`src/sv/sofdt_pkg.sv`:
```
package sofdt_pkg;

	localparam int NumRounds = 80;

	typedef logic [31:0] word_t;

	typedef struct packed {
		word_t a;
		word_t b;
		word_t c;
		word_t d;
		word_t e;
	} state_t;

	// rolling schedule: entry 0 is the word of the current round
	typedef logic [15:0][31:0] window_t;

	localparam word_t H0 = 32'h67452301;
	localparam word_t H1 = 32'hEFCDAB89;
	localparam word_t H2 = 32'h98BADCFE;
	localparam word_t H3 = 32'h10325476;
	localparam word_t H4 = 32'hC3D2E1F0;

	localparam word_t K0 = 32'h5A827999;
	localparam word_t K1 = 32'h6ED9EBA1;
	localparam word_t K2 = 32'h8F1BBCDC;
	localparam word_t K3 = 32'hCA62C1D6;

	localparam word_t PadWord = 32'h80000000;
	localparam word_t LenWord = 32'd128;
	localparam logic [3:0] AsciiHigh = 4'h3;

	localparam state_t InitState = '{a: H0, b: H1, c: H2, d: H3, e: H4};

	function automatic word_t rotl1(input word_t x);
		return {x[30:0], x[31]};
	endfunction

	function automatic word_t rotl5(input word_t x);
		return {x[26:0], x[31:27]};
	endfunction

	function automatic word_t rotl30(input word_t x);
		return {x[1:0], x[31:2]};
	endfunction

	// four digit nibbles, lowest first, packed as big-endian ascii bytes
	function automatic word_t digits_to_word(input logic [15:0] nib);
		return {AsciiHigh, nib[3:0], AsciiHigh, nib[7:4],
			AsciiHigh, nib[11:8], AsciiHigh, nib[15:12]};
	endfunction

	function automatic state_t round_step(input state_t s, input word_t w, input int t);
		word_t f;
		word_t k;
		state_t r;
		if (t < 20) begin
			f = s.d ^ (s.b & (s.c ^ s.d));
			k = K0;
		end else if (t < 40) begin
			f = s.b ^ s.c ^ s.d;
			k = K1;
		end else if (t < 60) begin
			f = (s.b & s.c) | (s.d & (s.b | s.c));
			k = K2;
		end else begin
			f = s.b ^ s.c ^ s.d;
			k = K3;
		end
		r.a = rotl5(s.a) + f + s.e + k + w;
		r.b = s.a;
		r.c = rotl30(s.b);
		r.d = s.c;
		r.e = s.d;
		return r;
	endfunction

endpackage

```
`src/sv/sofdt_msg.sv`:
```
module sofdt_msg (
	input  logic                  clk,
	input  logic                  arst_n,
	input  logic                  adv,
	input  logic                  valid_i,
	input  logic [31:0]           high_digits,
	input  logic [31:0]           low_digits,
	output logic                  valid_o,
	output sofdt_pkg::window_t    win_o
);

	logic               valid_s0;
	sofdt_pkg::window_t win_s0;
	sofdt_pkg::window_t win_d;

	always_comb begin
		win_d     = '0;
		win_d[0]  = sofdt_pkg::digits_to_word(low_digits[15:0]);
		win_d[1]  = sofdt_pkg::digits_to_word(low_digits[31:16]);
		win_d[2]  = sofdt_pkg::digits_to_word(high_digits[15:0]);
		win_d[3]  = sofdt_pkg::digits_to_word(high_digits[31:16]);
		win_d[4]  = sofdt_pkg::PadWord;
		win_d[15] = sofdt_pkg::LenWord;
	end

	always_ff @(posedge clk or negedge arst_n) begin
		if (!arst_n) begin
			valid_s0 <= 1'b0;
		end else if (adv) begin
			valid_s0 <= valid_i;
		end
	end

	always_ff @(posedge clk) begin
		if (adv) begin
			win_s0 <= win_d;
		end
	end

	assign valid_o = valid_s0;
	assign win_o   = win_s0;

endmodule

```
`config.mk`:
```
export PLATFORM = sky130hd
export DESIGN_NAME = sofdt_msg
export DESIGN_NICKNAME = d
export VERILOG_FILES = /design/src/sv/sofdt_pkg.sv /design/src/sv/sofdt_msg.sv
export SDC_FILE = /design/constraint.sdc
export NUM_CORES = 1
export LEC_CHECK = 0
export ABC_AREA = 1
export BUFFER_PORTS_ARGS = -buffer_cell sky130_fd_sc_hd__buf_4
export CAP_MARGIN = 5
export CORE_AREA = 3 3 225 227
export CTS_CLUSTER_SIZE = 10
export DETAILED_ROUTE_END_ITERATION = 6
export DIE_AREA = 0 0 228 230
export GPL_TIMING_DRIVEN = 0
export SYNTH_ARGS = -nofsm -noshare
export SYNTH_HDL_FRONTEND = slang
export SYNTH_SLANG_ARGS = --single-unit
```
`constraint.sdc`:
```
create_clock -name clk -period 1.09 [get_ports clk]
set_input_delay 0.0545 -clock clk [delete_from_list [all_inputs] [get_ports clk]]
set_output_delay 0.0545 -clock clk [all_outputs]
set_load 0.005 [all_outputs]
```
Word level (Yosys, flattened, before mapping)
Cells that the tools add are included.

word-level totals
  flip-flop bits (word level) = 65
  input port bits = 68

Depth between registers and ports, before layout
  depth in word-level cells = 0
  depth in mapped cells = 3
  depth with buffers taken out = 3

Worst setup path after synthesis
Ideal clock, no wire load.

  path type = flip-flop to flip-flop
  start = reg, netlist name valid_o
  end = reg valid_s0 (netlist: valid_o)
  setup time = 116 ps
  arrival = 465 ps
  slack = 509 ps
  stages on the path, launching flop included = 3
  period minus slack after synthesis = 581 ps
  cell sequence = dfrtp_1 -> nand2_1 -> nand2_1

RTL lines
  item                    line             RTL
  end signal: assignment  sofdt_msg.sv:30  valid_s0 <= valid_i;
  end: declaration        sofdt_msg.sv:12  logic valid_s0;

Worst setup path after layout
  start = reg win_s0 (netlist bit win_o[75])
  end = out win_o[75] (netlist bit)

RTL lines
  item                      line             RTL
  start: declaration        sofdt_msg.sv:13  sofdt_pkg::window_t win_s0;
  start signal: assignment  sofdt_msg.sv:36  win_s0 <= win_d;
  end: declaration          sofdt_msg.sv:9   output sofdt_pkg::window_t win_o

No word-level cell between the ends.

==> flow_summary.json <==
{
  "status": "finished clean",
  "path_max_fanout": 1,
  "io_buffers": 132,
  "grt_usage_pct": 5.08,
  "hold_slack_ps": 25.1,
  "worstMarginPinSlew_ps": 902,
  "synthCells": 519,
  "die_h_um": 230,
  "yosys-top-cells-count": "448 x buf_4, 64 x edfxtp_1, 3 x nand2_1",
  "post_cts_resized": 0,
  "place_area_um2": 8830,
  "cp_slowest_stage_delay_ps": 440,
  "hold_class": "input port to async pin",
  "dr_total_vias": 3819,
  "synth_seq_area_share_pct": 36.5,
  "final_max_slew_viol_count": 0,
  "cp-start-kind": "register",
  "cp_num_buf_inv": 1,
  "worstSetupPathType": "register to output port",
  "cts_tree": "yes",
  "fin_area_um2": 9800,
  "r2r-end": "valid_o",
  "syn-cell-area_um2": 5330,
  "grt.overflow.total": 0,
  "cp.arrival_ps": 950,
  "firstDrtPassIters": 4,
  "crit_family": "flip-flops",
  "detail_route.wirelength_um": 14600,
  "nets": 1242,
  "cp.required_ps": 1040,
  "peakVddDrop_uv": 503,
  "max_slew_margin_pct": 39.9,
  "crit_path_top_delay_cell": "edfxtp_1",
  "postCtsSetupBuffers": 0,
  "gp_congestion": 0.697,
  "critical_path.endpoint": "win_o[75]",
  "yosysTopAreaCell": "buf_4",
  "drtIter0Drc": 76,
  "end_kind": "output port",
  "cts_made_buffers": 9,
  "ys_seq_elements": 65,
  "grt_pass1_wl_um": 20000,
  "grt_max_degree": 67,
  "period_share_pct": 92.5,
  "synthToLayoutAreaGrowth_pct": 83.9,
  "utilization_pct": 20.1,
  "hpwl_um": 12500,
  "finalSetupViolCount": 0,
  "synth_cell_type_count": 6,
  "die_width_um": 228,
  "drv_cap": 0,
  "synth-main-ff-cell": "edfxtp_1",
  "viasPerCell": 2.07,
  "initial_core_util_pct": 10.9,
  "async_flop_share_pct": 1.54,
  "root_buffer": "clkbuf_16",
  "ant_nets": 0,
  "timing_hold_violations_final": 0,
  "rsz0062_at_grt": "false",
  "crit_path_cell_trace": "buf_4",
  "core.rowCount": 81,
  "io_pins": 581,
  "yosys_warnings": 0,
  "antenna_found_initial": 8,
  "path_depth": 1,
  "crit_start": "win_o[75]",
  "worstReg2RegStart": "valid_o",
  "yosysMostFrequentCell": "buf_4",
  "fin_crit_ps": 1010,
  "yosys-top-cells-area": "buf_4 63%, edfxtp_1 36%, dfrtp_1 0.47%",
  "clk_latency_ps": 350,
  "powerDensity_nw_per_um2": 872,
  "cts.htree.levels": 3,
  "fillers": 5399,
  "drc_errors": 0,
  "p_leak_nw": 5.57,
  "coreArea_um2": 48800,
  "clock_skew_ps": 0,
  "grt_pass1_vias": 3452,
  "synth-edff-count": 64,
  "clock_sinks": 65,
  "drive_gt1_share_pct": 50.6,
  "clock_path_buffers": 2,
  "dieArea_um2": 52400,
  "avgSynthCellArea_um2": 10.3,
  "ff2ff_path_depth": 2,
  "path_clk_slew_ps": 60,
  "clock.fmax_ghz": 0.992,
  "yosysTopAreaCellShare_pct": 63.1,
  "cts_hold_buf": 66,
  "reg2reg_slack_ps": 480,
  "wl_per_cell_um": 7.92
}
metal layers:
| layer | wire length, um | up-vias | track usage (%) | part of all wire, % |
|---|---|---|---|---|
| met2 | 7440 | 316 | 8.93 | 51 |
| li1 | - | 2040 | - | - |
| met1 | 4920 | 1437 | 5.10 | 34 |
| met5 | 41 | - | 0 | 0.28 |
| met3 | 1870 | 20 | 2.24 | 13 |
| met4 | 325 | 6 | 2.60 | 2.2 |
worst register-to-register path: cells and delay by family, from the launching register on:
kind	cells	cell delay, ps
DFF	1	390
and+or+nand+nor	2	110
cells in the final DEF (no fill, tap or decap), types with 2 or more instances in the layout:
cell | Yosys | layout
clkbuf_16 | 0 | 9
inv_8 | 0 | 2
clkinv_4 | 0 | 3
nand2_1 | 3 | 3
edfxtp_1 | 64 | 64
conb_1 | 2 | 448
buf_4 | 448 | 580
dlygate4sd3_1 | 0 | 66
cell families after synthesis:
| logic type | Yosys count | synth area share [%] |
|---|---|---|
| and+or+nand+nor | 3 | 0.211 |
| other | 2 | 0.141 |
| DFF | 65 | 36.5 |
| buffers and inverters | 449 | 63.1 |
area by class of cell:
cell class / instances / area, um^2 / share of cell area, %
Buffer: 448 / 3360 / 34.3
Clock buffer: 9 / 225 / 2.30
Inverter: 1 / 3.75 / 0.0383
Antenna cell: 1 / 2.50 / 0.0255
Timing Repair Buffer: 198 / 1650 / 16.8
Sequential cell: 65 / 1950 / 19.9
Clock inverter: 7 / 87.6 / 0.893
Multi-Input combinational cell: 451 / 1690 / 17.3
Tap cell: 664 / 831 / 8.47
metrics by stage:
| step | worst slack [ps] | TNS [ps] | total power (W) | instances |
|---|---|---|---|---|
| 5_1_grt | 47.7 | 0 | 0.00905 | 1844 |
| 3_3_place_gp | -96.4 | -5240 | 0.00518 | 1761 |
| 6_report | 81.8 | 0 | 0.00855 | 1844 |
| 4_1_cts | 34.6 | 0 | 0.00862 | 1843 |
| 2_1_floorplan | 509 | 0 | 0.00460 | 965 |
| 3_5_place_dp | -104 | -5720 | 0.00520 | 1761 |
report_power, final:
part,internal (W),switching (W),total (W),leakage [nW]
clock network,0.00182,0.00127,0.00310,0.154
registers,0.00297,0.0000669,0.00304,0.639
logic,0.00153,0.000889,0.00242,4.78
total,0.00632,0.00223,0.00855,5.57
state kept, by name, summed over array words and instances, names as in the netlist:
register,count
win_o,64
valid_o,1
how the worst min path moves through the flow:
stage	endpoint	slack [ps]	cells after the start
after detailed placement	valid_o	-160	1
after global routing	valid_o	30	2
final	valid_o	30	2
after global placement	valid_o	-160	1
after CTS	valid_o	4	2
after floorplan	valid_o	-240	0
(Power assumes the default switching activity.)
