$ cat src/sv/sofdt_pkg.sv
package sofdt_pkg;

	localparam int NumRounds = 80;

	typedef logic [31:0] word_t;

	typedef struct packed {
		word_t a;
		word_t b;
		word_t c;
		word_t d;
		word_t e;
	} state_t;

	// rolling schedule: entry 0 is the word of the current round
	typedef logic [15:0][31:0] window_t;

	localparam word_t H0 = 32'h67452301;
	localparam word_t H1 = 32'hEFCDAB89;
	localparam word_t H2 = 32'h98BADCFE;
	localparam word_t H3 = 32'h10325476;
	localparam word_t H4 = 32'hC3D2E1F0;

	localparam word_t K0 = 32'h5A827999;
	localparam word_t K1 = 32'h6ED9EBA1;
	localparam word_t K2 = 32'h8F1BBCDC;
	localparam word_t K3 = 32'hCA62C1D6;

	localparam word_t PadWord = 32'h80000000;
	localparam word_t LenWord = 32'd128;
	localparam logic [3:0] AsciiHigh = 4'h3;

	localparam state_t InitState = '{a: H0, b: H1, c: H2, d: H3, e: H4};

	function automatic word_t rotl1(input word_t x);
		return {x[30:0], x[31]};
	endfunction

	function automatic word_t rotl5(input word_t x);
		return {x[26:0], x[31:27]};
	endfunction

	function automatic word_t rotl30(input word_t x);
		return {x[1:0], x[31:2]};
	endfunction

	// four digit nibbles, lowest first, packed as big-endian ascii bytes
	function automatic word_t digits_to_word(input logic [15:0] nib);
		return {AsciiHigh, nib[3:0], AsciiHigh, nib[7:4],
			AsciiHigh, nib[11:8], AsciiHigh, nib[15:12]};
	endfunction

	function automatic state_t round_step(input state_t s, input word_t w, input int t);
		word_t f;
		word_t k;
		state_t r;
		if (t < 20) begin
			f = s.d ^ (s.b & (s.c ^ s.d));
			k = K0;
		end else if (t < 40) begin
			f = s.b ^ s.c ^ s.d;
			k = K1;
		end else if (t < 60) begin
			f = (s.b & s.c) | (s.d & (s.b | s.c));
			k = K2;
		end else begin
			f = s.b ^ s.c ^ s.d;
			k = K3;
		end
		r.a = rotl5(s.a) + f + s.e + k + w;
		r.b = s.a;
		r.c = rotl30(s.b);
		r.d = s.c;
		r.e = s.d;
		return r;
	endfunction

endpackage

$ cat src/sv/sofdt_round.sv
module sofdt_round #(
	parameter int ROUND = 0
) (
	input  logic                  clk,
	input  logic                  arst_n,
	input  logic                  adv,
	input  logic                  valid_i,
	input  sofdt_pkg::state_t     state_i,
	input  sofdt_pkg::window_t    win_i,
	output logic                  valid_o,
	output sofdt_pkg::state_t     state_o,
	output sofdt_pkg::window_t    win_o
);

	logic               valid_s1;
	sofdt_pkg::state_t  state_s1;
	sofdt_pkg::window_t win_s1;
	sofdt_pkg::window_t win_d;

	// shift the window down and append the next schedule word
	always_comb begin
		win_d[14:0] = win_i[15:1];
		win_d[15]   = sofdt_pkg::rotl1(win_i[13] ^ win_i[8] ^ win_i[2] ^ win_i[0]);
	end

	always_ff @(posedge clk or negedge arst_n) begin
		if (!arst_n) begin
			valid_s1 <= 1'b0;
		end else if (adv) begin
			valid_s1 <= valid_i;
		end
	end

	always_ff @(posedge clk) begin
		if (adv) begin
			state_s1 <= sofdt_pkg::round_step(state_i, win_i[0], ROUND);
			win_s1   <= win_d;
		end
	end

	assign valid_o = valid_s1;
	assign state_o = state_s1;
	assign win_o   = win_s1;

endmodule

$ cat config.mk
export PLATFORM = sky130hd
export DESIGN_NAME = sofdt_round
export DESIGN_NICKNAME = d
export VERILOG_FILES = /design/src/sv/sofdt_pkg.sv /design/src/sv/sofdt_round.sv
export SDC_FILE = /design/constraint.sdc
export NUM_CORES = 1
export LEC_CHECK = 0
export BUFFER_PORTS_ARGS = -buffer_cell sky130_fd_sc_hd__buf_2
export CORE_AREA = 2 2 524 526
export DETAILED_ROUTE_END_ITERATION = 8
export DIE_AREA = 0 0 526 528
export SLEW_MARGIN = 20
export SYNTH_ARGS = -nofsm -noshare
export SYNTH_HDL_FRONTEND = slang
export SYNTH_SLANG_ARGS = --single-unit
$ cat constraint.sdc
create_clock -name clk -period 1.65 [get_ports clk]
set_input_delay 0.495 -clock clk [delete_from_list [all_inputs] [get_ports clk]]
set_output_delay 0.495 -clock clk [all_outputs]
set_load 0.005 [all_outputs]
=== After elaboration in Yosys (flattened, before gate mapping) ===
Cells that the tools add are included.

* Flip-flop bits (word level): 673
* Output and inout bits: 673
* Logic and storage cells: 34

* Add/sub/neg operators: 4
* Mux-type cells: 2
* Bitwise gates (word level): 6

{| class="wikitable"
|+ Operators with widths
! operator !! count
|-
| 32-bit bitwise XOR || 5
|-
| 32-bit adder || 4
|-
| 32-bit two-way mux || 2
|-
| 32-bit AND || 1
|}

=== Logic depth before layout (Yosys ltp) ===
Gate-level depths: netlist of run 1.

* Depth after elaboration: 8
* Mapped depth: 16

=== Worst setup path after synthesis of run 1 ===
OpenSTA, ideal clock, no wires.

* Path type: input to register
* Start: input port state_i[6] (netlist name)
* End: register state_s1 (netlist bit state_o[158]), data pin
* Arrival time: 3.680 ns
* Required time: 1.390 ns
* Setup slack: -2.290 ns
* Stages: 14
* Path buffers: 1
* Path through: inv_1 -> fa_1 -> inv_1 -> fa_1 -> fa_1 -> ha_1 -> buf_6 -> a21o_1 -> a22o_1 -> a221o_1 -> o21ai_1 -> nand3_2 -> a221oi_2 -> xnor2_1

* Cells in the longest elaborated chain, start to end: 3

{| class="wikitable"
|+ Ends and longest elaborated chain
! element !! line !! RTL
|-
| start, declared || sofdt_round.sv:8 || <nowiki>input sofdt_pkg::state_t state_i,</nowiki>
|-
| 32-bit adder (3 in a row) || sofdt_pkg.sv:70 || <nowiki>r.a = rotl5(s.a) + f + s.e + k + w;</nowiki>
|-
| end signal, assigned || sofdt_round.sv:36 || <nowiki>state_s1 <= sofdt_pkg::round_step(state_i, win_i[0], ROUND);</nowiki>
|-
| end, declared || sofdt_round.sv:16 || <nowiki>sofdt_pkg::state_t state_s1;</nowiki>
|}

Every way passes these cells.
A chain may end at the register's enable or synchronous reset.

=== Final worst setup path of run 1 ===
* Start: input port state_i[6] (netlist name)
* End: register state_s1 (netlist bit state_o[146]), data pin

Same word-level chain as after synthesis.

==> results.rst, run 1 <==
.. list-table::
   :header-rows: 1

   * - Metric
     - Value
   * - Number of iterations in the first detailed-routing pass
     - 6
   * - Final std cells w/o fill
     - 7270
   * - Core region area
     - 272000 um2
   * - Setup repair after global routing missed its margin
     - true
   * - Power Density
     - 1210 nW/um2
   * - End point of the worst hold path
     - win_o[224]$_DFFE_PP_
   * - Final core utilization
     - 18.5%
   * - Die X-Extent
     - 526 um
   * - Required arrival time at the worst endpoint
     - 2.24 ns
   * - Proportion of power drawn by the clock network
     - 32.7%
   * - Register share of total power
     - 35.8%
   * - Overall global routing resource usage
     - 13.5%
   * - Post-Syn Instances
     - 1301
   * - Final setup skew
     - 0 ns
   * - Mapped Nets
     - 2101
   * - Final routed wire length divided by cell count
     - 27.0 um
   * - Crit path kind
     - input pin to flop
   * - Fraction of final layout cells sized beyond drive strength 1
     - 52.2%
   * - Boundary Pins
     - 1349
   * - Endpoint kind of the worst setup timing path
     - flop
   * - Antenna violation net count after detailed routing
     - 0
   * - Die height
     - 528 um
   * - Crit Reg-Reg Startpoint
     - valid_o$_DFFE_PN0P_
   * - Final number of setup-violating endpoints
     - 703
   * - Worst setup startpoint
     - state_i[6]
   * - Cell count after placement
     - 6423
   * - Layout overhead on the synthesized area
     - 98.8%
   * - IO buf count
     - 1348
   * - Vias in the first global route
     - 23100
   * - Count of final max-slew check failures
     - 0
   * - Sequential-to-total area share from yosys stat
     - 79.7%
   * - Per-instance average area after synthesis
     - 19.5 um2
   * - DP HPWL
     - 169 mm
   * - Overflow after GRT
     - 0
   * - Setup WS post-layout
     - -1.77 ns
   * - Worst-skew pair later-pin latency
     - 0.74 ns
   * - Net count reported at finish
     - 4358
   * - Post-CTS clock slew at the launch and capture registers of the worst setup and hold paths
     - 0.06 ns
   * - Total CTS buffers
     - 91
   * - Max capacitance violation total
     - 0
   * - Ratio of final minimum period to clock period
     - 207%
   * - CTS tree
     - yes
   * - Root buffer selected by CTS
     - sky130_fd_sc_hd__clkbuf_16
   * - Result of the run
     - complete, but fails checks
   * - Routability cong.
     - 0.964
   * - Number of cells on the worst reg-to-reg path
     - 2
   * - Layout fillers
     - 29500
   * - Warnings from Yosys
     - 0
   * - Peak supply drop
     - 0.773 mV
   * - Origin of the worst min-delay path
     - win_i[256]
   * - Number of distinct library cells after synthesis
     - 48
   * - Violated checks
     - negative setup slack
   * - Netlist area before placement
     - 25300 um2
   * - Capturing point of the worst reg2reg path
     - valid_o$_DFFE_PN0P_
   * - Number of flip-flops and latches in the synthesized netlist
     - 673
   * - Number of H-tree levels
     - 3
   * - CP max FO
     - 2
   * - Final Hold Vio Count
     - 0
   * - Nature of the critical path startpoint
     - input pin
   * - Total Die Area
     - 278000 um2
   * - Iteration-0 DRC count of the detailed router
     - 1361
   * - Effective utilization at floorplan
     - 9.30%
   * - Setup slack of the most critical reg-to-reg path
     - 0.76 ns
   * - Routed via count
     - 22100
   * - Number of stages on the worst hold path
     - 1
   * - Antenna violations before repair
     - 128
   * - Power share of the combinational group
     - 31.5%
   * - Net load switching power
     - 19.0 mW
   * - Switching fraction of total power
     - 31.2%
   * - Internal power of the cells
     - 41.9 mW
   * - Post-synth ARST share
     - 0.149%
   * - Detailed Route WL
     - 197 mm
   * - Longest Clk Path Bufs
     - 4
   * - First-pass GRT wire length
     - 244 mm
   * - Commonest register cell after synthesis
     - sky130_fd_sc_hd__edfxtp_1
   * - Highest clock frequency the design can meet
     - 292 MHz
   * - Pin count of the biggest net entering global routing
     - 50
   * - Static power due to leakage
     - 20.4 nW
   * - Count of flip-flops with a built-in enable after synthesis
     - 672
   * - Clock net sink count
     - 673
   * - Detailed-route DRC error count
     - 0
   * - Shortest period the worst path allows
     - 3.42 ns
   * - # rows
     - 192
   * - Data arrival, critical path
     - 4.01 ns
   * - Relative slew margins
     - 60.5%
   * - Least-Margin Pin Slew
     - 0.590 ns
   * - Hold Crit Class
     - input pin to flop
   * - Average vias per placed instance
     - 3.04
[how the worst max path moves through the flow]
stage / slack, ns / end / depth (start not counted)
after global placement: -2.90 / state_o[151]$_DFFE_PP_ / 16
after floorplan: -2.16 / state_o[158]$_DFFE_PP_ / 14
final: -1.77 / state_o[146]$_DFFE_PP_ / 14
after detailed placement: -2.88 / state_o[159]$_DFFE_PP_ / 16
after global routing: -1.82 / state_o[146]$_DFFE_PP_ / 14
after CTS: -1.69 / state_o[146]$_DFFE_PP_ / 14
[layer usage]
metal / share of wire (%) / wire (um) / global-route usage [%] / up-vias
met3: 11 / 21400 / 5.74 / 369
met4: 4.6 / 9030 / 5.52 / 52
met5: 0.33 / 655 / 0.675 / -
met1: 37 / 72700 / 15.0 / 11000
met2: 47 / 92700 / 22.5 / 1368
li1: - / - / - / 9351
[logic make-up after synthesis]
family / synth area share (%)
xor+xnor: 4.49
compound gates: 2.20
simple gates: 1.56
mux: 1.46
flops: 79.7
fa+ha+maj: 7.93
buf+inv: 2.66
[Yosys cell counts (3+ instances only)]
master                       n  share of area, %
sky130_fd_sc_hd__edfxtp_1  672                80
sky130_fd_sc_hd__inv_1     164               2.4
sky130_fd_sc_hd__xnor2_1    88               3.0
sky130_fd_sc_hd__ha_1       63               3.1
sky130_fd_sc_hd__fa_1       61               4.8
sky130_fd_sc_hd__xor2_1     42               1.5
sky130_fd_sc_hd__a21oi_1    29              0.57
sky130_fd_sc_hd__mux2_2     23               1.0
sky130_fd_sc_hd__nand2_1    20              0.30
sky130_fd_sc_hd__nor2_1     18              0.27
sky130_fd_sc_hd__o21ai_0    14              0.28
sky130_fd_sc_hd__a21o_1     12              0.36
sky130_fd_sc_hd__clkbuf_1   11              0.16
sky130_fd_sc_hd__mux2i_1    11              0.43
sky130_fd_sc_hd__nand4_1     9              0.22
sky130_fd_sc_hd__nand2b_1    7              0.17
sky130_fd_sc_hd__o31ai_1     5              0.15
sky130_fd_sc_hd__a31oi_1     4             0.099
sky130_fd_sc_hd__nor3_1      4             0.079
sky130_fd_sc_hd__a211oi_1    3             0.089
sky130_fd_sc_hd__and3_1      3             0.074
sky130_fd_sc_hd__nand3_1     3             0.059
sky130_fd_sc_hd__o21bai_1    3             0.089
[placed cells by master, fill, tap and decap left out, types with 8 or more instances in the layout]
| master | synthesis | final |
|---|---|---|
| sky130_fd_sc_hd__a21o_1 | 12 | 12 |
| sky130_fd_sc_hd__edfxtp_1 | 672 | 672 |
| sky130_fd_sc_hd__nand4_1 | 9 | 9 |
| sky130_fd_sc_hd__xnor2_2 | 0 | 8 |
| sky130_fd_sc_hd__clkbuf_1 | 11 | 15 |
| sky130_fd_sc_hd__buf_12 | 0 | 20 |
| sky130_fd_sc_hd__ha_1 | 63 | 34 |
| sky130_fd_sc_hd__inv_1 | 164 | 130 |
| sky130_fd_sc_hd__ha_4 | 0 | 25 |
| sky130_fd_sc_hd__a21oi_1 | 29 | 11 |
| sky130_fd_sc_hd__buf_6 | 1 | 295 |
| sky130_fd_sc_hd__clkbuf_16 | 0 | 93 |
| sky130_fd_sc_hd__a21oi_2 | 1 | 11 |
| sky130_fd_sc_hd__dlygate4sd3_1 | 0 | 609 |
| sky130_fd_sc_hd__clkinv_2 | 0 | 14 |
| sky130_fd_sc_hd__clkinv_1 | 0 | 12 |
| sky130_fd_sc_hd__inv_2 | 0 | 24 |
| sky130_fd_sc_hd__clkinvlp_4 | 0 | 10 |
| sky130_fd_sc_hd__fa_1 | 61 | 40 |
| sky130_fd_sc_hd__fa_2 | 0 | 21 |
| sky130_fd_sc_hd__buf_2 | 1 | 1072 |
| sky130_fd_sc_hd__diode_2 | 0 | 52 |
| sky130_fd_sc_hd__mux2_2 | 23 | 23 |
| sky130_fd_sc_hd__nor2_1 | 18 | 10 |
| sky130_fd_sc_hd__buf_4 | 0 | 174 |
| sky130_fd_sc_hd__xnor2_1 | 88 | 79 |
| sky130_fd_sc_hd__nand2_1 | 20 | 18 |
| sky130_fd_sc_hd__mux2i_1 | 11 | 11 |
| sky130_fd_sc_hd__xor2_1 | 42 | 40 |
| sky130_fd_sc_hd__a21oi_4 | 0 | 8 |
[worst max-delay path, stage by stage]
cell and delay, ns:
sky130_fd_sc_hd__buf_8 0.08, sky130_fd_sc_hd__inv_8 0.03, sky130_fd_sc_hd__fa_2 0.62, sky130_fd_sc_hd__inv_2 0.05
sky130_fd_sc_hd__fa_2 0.33, sky130_fd_sc_hd__fa_1 0.45, sky130_fd_sc_hd__ha_1 0.32, sky130_fd_sc_hd__a21o_1 0.18
sky130_fd_sc_hd__a22o_1 0.26, sky130_fd_sc_hd__buf_6 0.13, sky130_fd_sc_hd__o311a_4 0.33, sky130_fd_sc_hd__o21ai_2 0.15
sky130_fd_sc_hd__or4b_4 0.48, sky130_fd_sc_hd__o311ai_2 0.09
[registers in the layout, summed over array words and instances, names as in the netlist]
signal and cells:
state_o 160, valid_o 1, win_o 512
[repair_timing]
item,in CTS,in global routing
gates resized for setup,642,85
hold buffers,609,0
setup endpoints to repair,703,703
pin swaps,49,55
endpoints found under the hold margin,608,0
setup buffers,19,15
[metrics by stage]
| step | hold WS [ns] | total power, mW | setup slack [ns] | setup TNS [ns] | area [um2] |
|---|---|---|---|---|---|
| 6_report | 0.0797 | 60.9 | -1.77 | -143.43 | 50400 |
| 5_1_grt | 0.0291 | 63.6 | -1.82 | -200.42 | 50300 |
| 4_1_cts | 0.000608 | 61.2 | -1.69 | -209.07 | 49900 |
| 3_5_place_dp | 0.280 | 36.6 | -2.88 | -73.12 | 38500 |
| 3_3_place_gp | 0.283 | 36.4 | -2.90 | -72.65 | 38500 |
| 2_1_floorplan | 0.199 | 26.9 | -2.16 | -51.66 | 25600 |
[power by group through the flow]
stage	sequential [mW]	combinational, mW	clock [mW]
after floorplan	22.1	4.80	0
after global placement	21.9	14.5	0
after detailed placement	21.9	14.7	0
after CTS	21.8	18.8	20.6
after global routing	22.0	20.5	21.1
final	21.8	19.2	19.9
[final cells by class]
class / instances / area, um2 / share of cell area (%)
sequential: 673 / 20200 / 40.1
timing repair buffer: 2177 / 16600 / 32.9
multi-input combinational: 451 / 5410 / 10.7
tap: 3589 / 4490 / 8.91
clock buffer: 108 / 2380 / 4.73
inverter: 164 / 662 / 1.31
clock inverter: 56 / 531 / 1.05
antenna: 52 / 130 / 0.258
Note: power is estimated with default switching activity, not from simulation.
==> run 2, diff against run 1 <==
--- a/config.mk
+++ b/config.mk
@@ -9,6 +9,7 @@
 export CORE_AREA = 2 2 524 526
 export DETAILED_ROUTE_END_ITERATION = 8
 export DIE_AREA = 0 0 526 528
+export SETUP_SLACK_MARGIN = 0.02
 export SLEW_MARGIN = 20
 export SYNTH_ARGS = -nofsm -noshare
 export SYNTH_HDL_FRONTEND = slang
==> constraint.sdc (replaced) <==
create_clock -name clk -period 1.65 [get_ports clk]
set_input_delay 0.33 -clock clk [delete_from_list [all_inputs] [get_ports clk]]
set_output_delay 0.33 -clock clk [all_outputs]
set_load 0.005 [all_outputs]
==> run 2 against run 1 <==
Effect of this change: the run still ends with negative setup slack left; flip-flop and latch count did not move; sequential power is essentially flat; final area shrank 0.51%; non-clock buffer count down 7; cell count is 0.28% lower; sequential share of layout area increased by 0.21 points; critical path depth stayed put; global-route usage hardly changed; die area stayed put; register-to-register slack gained 0.13 ns; first-iteration DRC count decreased by 3.2%; critical endpoint unchanged; largest power group unchanged.
==> results.rst, run 2 (synthesis results as in run 1) <==
.. list-table::
   :header-rows: 1

   * - Metric
     - Value
   * - Largest stage delay on the critical path
     - 0.62 ns
   * - Number of iterations in the first detailed-routing pass
     - 5
   * - Setup WS post-layout
     - -1.70 ns
   * - Die height
     - 528 um
   * - Fraction of final layout cells sized beyond drive strength 1
     - 51.5%
   * - Total CTS buffers
     - 88
   * - Result of the run
     - complete, but fails checks
   * - Net count reported at finish
     - 4348
   * - Violated checks
     - negative setup slack
   * - Total buffers and inverters traversed by the critical path
     - 4
   * - Number of cells on the critical path
     - 14
   * - Clock net sink count
     - 673
   * - Detailed Route WL
     - 196 mm
   * - Proportion of power drawn by the clock network
     - 33.1%
   * - Count of final max-slew check failures
     - 0
   * - Origin of the worst min-delay path
     - win_i[27]
   * - Met1 usage
     - 15.2%
   * - Effective utilization at floorplan
     - 9.30%
   * - Number of flip-flops under the largest register name
     - 512
   * - IO buf count
     - 1348
   * - Detailed-route DRC error count
     - 0
   * - CP max FO
     - 2
   * - Relative slew margins
     - 60.3%
   * - Required arrival time at the worst endpoint
     - 2.24 ns
   * - Ratio of final minimum period to clock period
     - 203%
   * - Layout overhead on the synthesized area
     - 97.8%
   * - Power share of the combinational group
     - 30.8%
   * - Routability cong.
     - 0.977
   * - Number of cells on the worst reg-to-reg path
     - 1
   * - Most common cell after layout, fill and taps aside
     - sky130_fd_sc_hd__buf_2
   * - Die X-Extent
     - 526 um
   * - Critical Path, Cell by Cell
     - buf_4, inv_8, fa_2, inv_2, fa_2, fa_1, ha_1, a21o_1, a22o_4, buf_6, o311a_4, o21ai_2, or4b_4, o311ai_4
   * - Internal power of the cells
     - 41.9 mW
   * - Capturing point of the worst reg2reg path
     - valid_o$_DFFE_PN0P_
   * - Root buffer selected by CTS
     - sky130_fd_sc_hd__clkbuf_16
   * - Setup repair after global routing missed its margin
     - true
   * - End point of the critical path
     - state_o[146]$_DFFE_PP_
   * - Nature of the critical path startpoint
     - input pin
   * - # rows
     - 192
   * - Busiest layer in global routing
     - met2
   * - Final number of setup-violating endpoints
     - 296
   * - Final Hold Vio Count
     - 0
   * - Final routed wire length divided by cell count
     - 27.0 um
   * - Total Die Area
     - 278000 um2
   * - Least-Margin Pin Slew
     - 0.591 ns
   * - GR Util met3
     - 5.47%
   * - Pin count of the biggest net entering global routing
     - 87
   * - Cell family contributing the most delay on the critical path
     - adder cells
   * - Met2 Use GR
     - 22.3%
   * - Highest-count cells in the layout ignoring fill and taps
     - 1067 x sky130_fd_sc_hd__buf_2, 672 x sky130_fd_sc_hd__edfxtp_1, 613 x sky130_fd_sc_hd__dlygate4sd3_1, 301 x sky130_fd_sc_hd__buf_6, 168 x sky130_fd_sc_hd__buf_4
   * - Antenna violations before repair
     - 133
   * - First-pass GRT wire length
     - 243 mm
   * - Crit Reg-Reg Startpoint
     - valid_o$_DFFE_PN0P_
   * - Endpoint kind of the worst setup timing path
     - flop
   * - Average vias per placed instance
     - 3.05
   * - Longest Clk Path Bufs
     - 4
   * - Boundary Pins
     - 1349
   * - Worst setup startpoint
     - state_i[6]
   * - Iteration-0 DRC count of the detailed router
     - 1317
   * - Post-CTS clock slew at the launch and capture registers of the worst setup and hold paths
     - 0.07 ns
   * - Overall global routing resource usage
     - 13.5%
   * - Slowest stage cell on the critical path
     - sky130_fd_sc_hd__fa_2
   * - Setup slack of the most critical reg-to-reg path
     - 0.89 ns
   * - Static power due to leakage
     - 20.3 nW
   * - Switching fraction of total power
     - 30.5%
   * - Total power
     - 60.3 mW
   * - Net load switching power
     - 18.4 mW
   * - Max capacitance violation total
     - 0
   * - Overflow after GRT
     - 0
   * - Core region area
     - 272000 um2
   * - Top cell by count, worst path
     - sky130_fd_sc_hd__fa_2
   * - CTS tree
     - yes
   * - Vias in the first global route
     - 23200
   * - Register share of total power
     - 36.2%
   * - Hold Crit Class
     - input pin to flop
   * - Number of H-tree levels
     - 3
   * - Hold slack final
     - 0.102 ns
   * - Highest clock frequency the design can meet
     - 298 MHz
   * - DP HPWL
     - 168 mm
   * - Worst-skew pair later-pin latency
     - 0.72 ns
   * - Power Density
     - 1200 nW/um2
   * - Peak supply drop
     - 0.736 mV
   * - Routed via count
     - 22100
   * - Shortest period the worst path allows
     - 3.35 ns
   * - Final setup skew
     - 0 ns
   * - Antenna violation net count after detailed routing
     - 0
   * - Crit path kind
     - input pin to flop
   * - Data arrival, critical path
     - 3.94 ns
## run 2: power by group through the flow
stage / registers (mW) / clock network (mW) / logic (mW)
finish: 21.8 / 19.9 / 18.6
global route: 22.0 / 21.2 / 19.9
CTS: 21.8 / 20.6 / 18.4
detailed placement: 21.9 / 0 / 14.6
global placement: 21.9 / 0 / 14.4
floorplan: 22.1 / 0 / 4.80
## run 2: cell type report
type                    count  area (um2)
diodes                     46         115
clock buffers              99        2260
clock inverters            58         639
fillers                 29500      222000
inverters                 164         659
multi-input cells         451        5240
flip-flops and latches    673       20200
well taps                3589        4490
repair buffers           2170       16500
## run 2: timing repair
item / in CTS / in global routing
setup endpoints to repair: 701 / 682
gates resized for setup: 609 / 92
pin swaps: 56 / 37
hold buffers: 613 / 1
setup buffers: 13 / 13
cloned: 0 / 0
hold endpoints to repair: 652 / 1
## run 2: through the flow
stage	util, %	area [um2]	setup WS (ns)	cells	TNS (ns)
after floorplan	-	25600	-1.99	1301	-46.55
after detailed placement	14.1	38400	-2.74	6416	-67.88
after global placement	14.1	38400	-2.75	6416	-67.41
after CTS	18.2	49600	-1.54	7196	-90.13
after global routing	18.4	50100	-1.70	7230	-80.67
final	18.4	50100	-1.70	7250	-45.10
## run 2: layer usage
layer	vias up	wire length [um]
li1	9302	-
met1	11000	73100
met2	1445	91700
met3	351	20800
met4	38	10000
met5	-	241
## run 2: how the worst min path moves through the flow
| stage | endpoint | slack [ns] | cells past startpoint |
|---|---|---|---|
| after global routing | win_o[486]$_DFFE_PP_ | 0.07 | 4 |
| after detailed placement | valid_o$_DFFE_PN0P_ | 0.11 | 1 |
| after CTS | win_o[508]$_DFFE_PP_ | 0.009 | 4 |
| after floorplan | valid_o$_DFFE_PN0P_ | 0.03 | 0 |
| after global placement | valid_o$_DFFE_PN0P_ | 0.11 | 1 |
| final | win_o[508]$_DFFE_PP_ | 0.10 | 4 |
==> run 3, diff against run 2 <==
--- a/config.mk
+++ b/config.mk
@@ -5,10 +5,11 @@
 export SDC_FILE = /design/constraint.sdc
 export NUM_CORES = 1
 export LEC_CHECK = 0
+export ABC_AREA = 1
 export BUFFER_PORTS_ARGS = -buffer_cell sky130_fd_sc_hd__buf_2
-export CORE_AREA = 2 2 524 526
+export CORE_AREA = 4 4 518 520
 export DETAILED_ROUTE_END_ITERATION = 8
-export DIE_AREA = 0 0 526 528
+export DIE_AREA = 0 0 522 524
 export SETUP_SLACK_MARGIN = 0.02
 export SLEW_MARGIN = 20
 export SYNTH_ARGS = -nofsm -noshare
==> run 3 against run 2 <==
Effect of this change: the flow still finishes with violations (negative setup slack); die area fell by 1.5%; wire length is 1.7% lower; setup slack improved by 0.71 ns; flip-flop and latch count did not move; synthesized area grew 3.1%; clock skew did not move; combinational power rose by 16%; sequential share of layout area down 1.2 points; synthesized cell count increased by 21%; largest cell class unchanged.
==> results.rst, run 3 <==
.. list-table::
   :header-rows: 1

   * - Metric
     - Value
   * - Warnings from Yosys
     - 0
   * - Antenna violations before repair
     - 89
   * - Routability cong.
     - 0.916
   * - Number of cells on the worst reg-to-reg path
     - 1
   * - Iteration-0 DRC count of the detailed router
     - 1120
   * - Violated checks
     - negative setup slack
   * - Hold slack final
     - 0.104 ns
   * - Static power due to leakage
     - 21.6 nW
   * - Critical Path, Cell by Cell
     - buf_8, inv_4, fa_2, buf_6, inv_4, fa_2, fa_2, ha_4, nand2_4, inv_2, nand2_1, nand2_1, a21oi_2, nand2_4, nand2_4, nand2_2, nand2_1, nand2_1
   * - Ratio of final minimum period to clock period
     - 160%
   * - Detailed-route DRC error count
     - 0
   * - Proportion of power drawn by the clock network
     - 31.2%
   * - Total Die Area
     - 274000 um2
   * - Setup WS post-layout
     - -0.995 ns
   * - Die X-Extent
     - 522 um
   * - Power Density
     - 1220 nW/um2
   * - Most common cell in the synthesized netlist
     - sky130_fd_sc_hd__edfxtp_1
   * - Fraction of final layout cells sized beyond drive strength 1
     - 53.0%
   * - Nature of the critical path startpoint
     - input pin
   * - Clock net sink count
     - 673
   * - Final setup skew
     - 0 ns
   * - Power share of the combinational group
     - 34.1%
   * - Worst-skew pair later-pin latency
     - 0.75 ns
   * - Layout fillers
     - 28500
   * - Most common cell after layout, fill and taps aside
     - sky130_fd_sc_hd__buf_2
   * - Pin count of the biggest net entering global routing
     - 62
   * - Highest clock frequency the design can meet
     - 378 MHz
   * - DP HPWL
     - 164 mm
   * - Data arrival, critical path
     - 3.15 ns
   * - Count of flip-flops with a built-in enable after synthesis
     - 672
   * - CP max FO
     - 4
   * - Area contributors post-synth
     - sky130_fd_sc_hd__edfxtp_1 77%, sky130_fd_sc_hd__fa_1 4.7%, sky130_fd_sc_hd__inv_1 4.0%
   * - Effective utilization at floorplan
     - 9.89%
   * - Slowest stage cell on the critical path
     - sky130_fd_sc_hd__fa_2
   * - Crit path kind
     - input pin to flop
   * - Overflow after GRT
     - 0
   * - Post-route setup TNS
     - -36.12 ns
   * - Worst setup timing slack at the placement stage
     - -2.12 ns
   * - First-pass GRT wire length
     - 238 mm
   * - Worst setup startpoint
     - state_i[129]
   * - Count of final max-slew check failures
     - 0
   * - Number of flip-flops and latches in the synthesized netlist
     - 673
   * - Required arrival time at the worst endpoint
     - 2.16 ns
   * - Number of iterations in the first detailed-routing pass
     - 5
   * - Synth area leader
     - sky130_fd_sc_hd__edfxtp_1
   * - Mapped Nets
     - 2369
   * - Most numerous cell types in the synthesized netlist
     - 672 x sky130_fd_sc_hd__edfxtp_1, 275 x sky130_fd_sc_hd__inv_1, 217 x sky130_fd_sc_hd__nand2_1
   * - Post-Syn Instances
     - 1569
   * - Post-CTS clock slew at the launch and capture registers of the worst setup and hold paths
     - 0.06 ns
   * - Die height
     - 524 um
   * - Max capacitance violation total
     - 0
   * - Cell count after placement
     - 6657
   * - Per-instance average area after synthesis
     - 16.7 um2
   * - Largest stage delay on the critical path
     - 0.60 ns
   * - Crit Reg-Reg Startpoint
     - valid_o$_DFFE_PN0P_
   * - Setup slack of the most critical reg-to-reg path
     - 0.88 ns
   * - Netlist area before placement
     - 26100 um2
   * - Total power
     - 63.1 mW
   * - Number of stages on the worst hold path
     - 4
   * - Internal power of the cells
     - 42.2 mW
   * - Relative slew margins
     - 58.0%
   * - Overall global routing resource usage
     - 13.3%
   * - Capturing point of the worst reg2reg path
     - valid_o$_DFFE_PN0P_
   * - Register share of total power
     - 34.8%
   * - Area after detailed placement
     - 39500 um2
   * - Setup repair after global routing missed its margin
     - true
   * - CTS tree
     - yes
   * - Net count reported at finish
     - 4656
   * - IO buf count
     - 1348
   * - Commonest register cell after synthesis
     - sky130_fd_sc_hd__edfxtp_1
   * - Endpoint kind of the worst setup timing path
     - flop
   * - Switching fraction of total power
     - 33.2%
   * - Average vias per placed instance
     - 3.06
   * - Post-synth ARST share
     - 0.149%
   * - Sequential-to-total area share from yosys stat
     - 77.3%
   * - Boundary Pins
     - 1349
   * - Vias in the first global route
     - 24200
   * - Number of H-tree levels
     - 3
   * - Longest Clk Path Bufs
     - 4
   * - Net load switching power
     - 21.0 mW
   * - Routed via count
     - 23000
   * - Final routed wire length divided by cell count
     - 25.7 um
   * - Hold Crit Class
     - input pin to flop
   * - Highest-count cells in the layout ignoring fill and taps
     - 1095 x sky130_fd_sc_hd__buf_2, 672 x sky130_fd_sc_hd__edfxtp_1, 622 x sky130_fd_sc_hd__dlygate4sd3_1, 267 x sky130_fd_sc_hd__buf_6, 201 x sky130_fd_sc_hd__inv_1
   * - Total CTS buffers
     - 88
   * - Number of flip-flops under the largest register name
     - 512
   * - Least-Margin Pin Slew
     - 0.613 ns
   * - Final Hold Vio Count
     - 0
   * - Shortest period the worst path allows
     - 2.65 ns
   * - Layout overhead on the synthesized area
     - 97.9%
   * - Detailed Route WL
     - 193 mm
   * - Result of the run
     - complete, but fails checks
   * - Final number of setup-violating endpoints
     - 280
   * - Core region area
     - 264000 um2
   * - # rows
     - 189
   * - End point of the worst hold path
     - win_o[511]$_DFFE_PP_
   * - Final core utilization
     - 19.6%
   * - Root buffer selected by CTS
     - sky130_fd_sc_hd__clkbuf_16
   * - Final std cells w/o fill
     - 7503
   * - Number of distinct library cells after synthesis
     - 23
   * - Antenna violation net count after detailed routing
     - 0
   * - Top cell by count, worst path
     - sky130_fd_sc_hd__nand2_1
   * - Final instance area
     - 51700 um2
   * - Origin of the worst min-delay path
     - win_i[30]
   * - Peak supply drop
     - 0.833 mV
   * - Proportion of netlist area held by the largest area contributor
     - 77.2%
## run 3: what timing repair did
item / in CTS / in global routing
buffers inserted: 17 / 11
setup endpoints to repair: 703 / 704
hold buffers: 622 / 0
pin swaps: 106 / 96
hold endpoints to repair: 649 / 0
cloned: 0 / 0
resized for setup: 700 / 139
## run 3: area by class of cell
cell class	instances	area [um2]	area share, %
well taps	3533	4420	8.55
multi-input cells	614	6400	12.4
diodes	46	115	0.223
inverters	282	1100	2.13
clock buffers	99	2290	4.42
repair buffers	2197	16600	32.0
clock inverters	59	606	1.17
flip-flops and latches	673	20200	39.1
## run 3: worst max-delay path: cells and delay by family
kind / cells / cell delay [ns]
simple gates: 8 / 0.61
fa+ha+maj: 4 / 1.75
compound gates: 1 / 0.16
buf+inv: 5 / 0.31
## run 3: worst max-delay path by stage
stage,end,slack [ns],cells after the start
finish,state_o[156]$_DFFE_PP_,-1.0,18
global route,state_o[152]$_DFFE_PP_,-1.02,18
CTS,state_o[154]$_DFFE_PP_,-0.98,18
detailed placement,state_o[146]$_DFFE_PP_,-2.12,19
global placement,state_o[154]$_DFFE_PP_,-2.15,18
floorplan,state_o[155]$_DFFE_PP_,-1.30,14
## run 3: power by group through the flow
| stage | logic [mW] | registers, mW | clock network (mW) |
|---|---|---|---|
| final | 21.5 | 21.9 | 19.7 |
| after global routing | 23.0 | 22.1 | 21.1 |
| after CTS | 21.0 | 22.0 | 20.5 |
| after detailed placement | 16.5 | 22.1 | 0 |
| after global placement | 16.6 | 22.1 | 0 |
| after floorplan | 5.81 | 22.1 | 0 |
## run 3: kinds of logic (layout without fill, tap and decap cells)
family / count (synthesis) / in the layout / synth area share, %
AOI/OAI and AO/OA: 26 / 26 / 0.517
xor gates and xnor gates: 115 / 115 / 3.85
adders and majority gates: 124 / 124 / 7.69
buffers and inverters: 282 / 2637 / 4.05
DFF: 673 / 673 / 77.3
muxes: 32 / 32 / 1.34
other: 0 / 46 / 0
and+or+nand+nor: 317 / 317 / 5.22
## run 3: metal layers
layer / up-vias / share of wire [%] / GRT usage [%] / routed length (um)
li1: 9995 / - / - / -
met1: 11500 / 37 / 14.7 / 72100
met2: 1198 / 49 / 23.3 / 95200
met3: 285 / 8.5 / 4.52 / 16400
met4: 24 / 4.5 / 5.17 / 8700
met5: - / 0.080 / 0 / 154
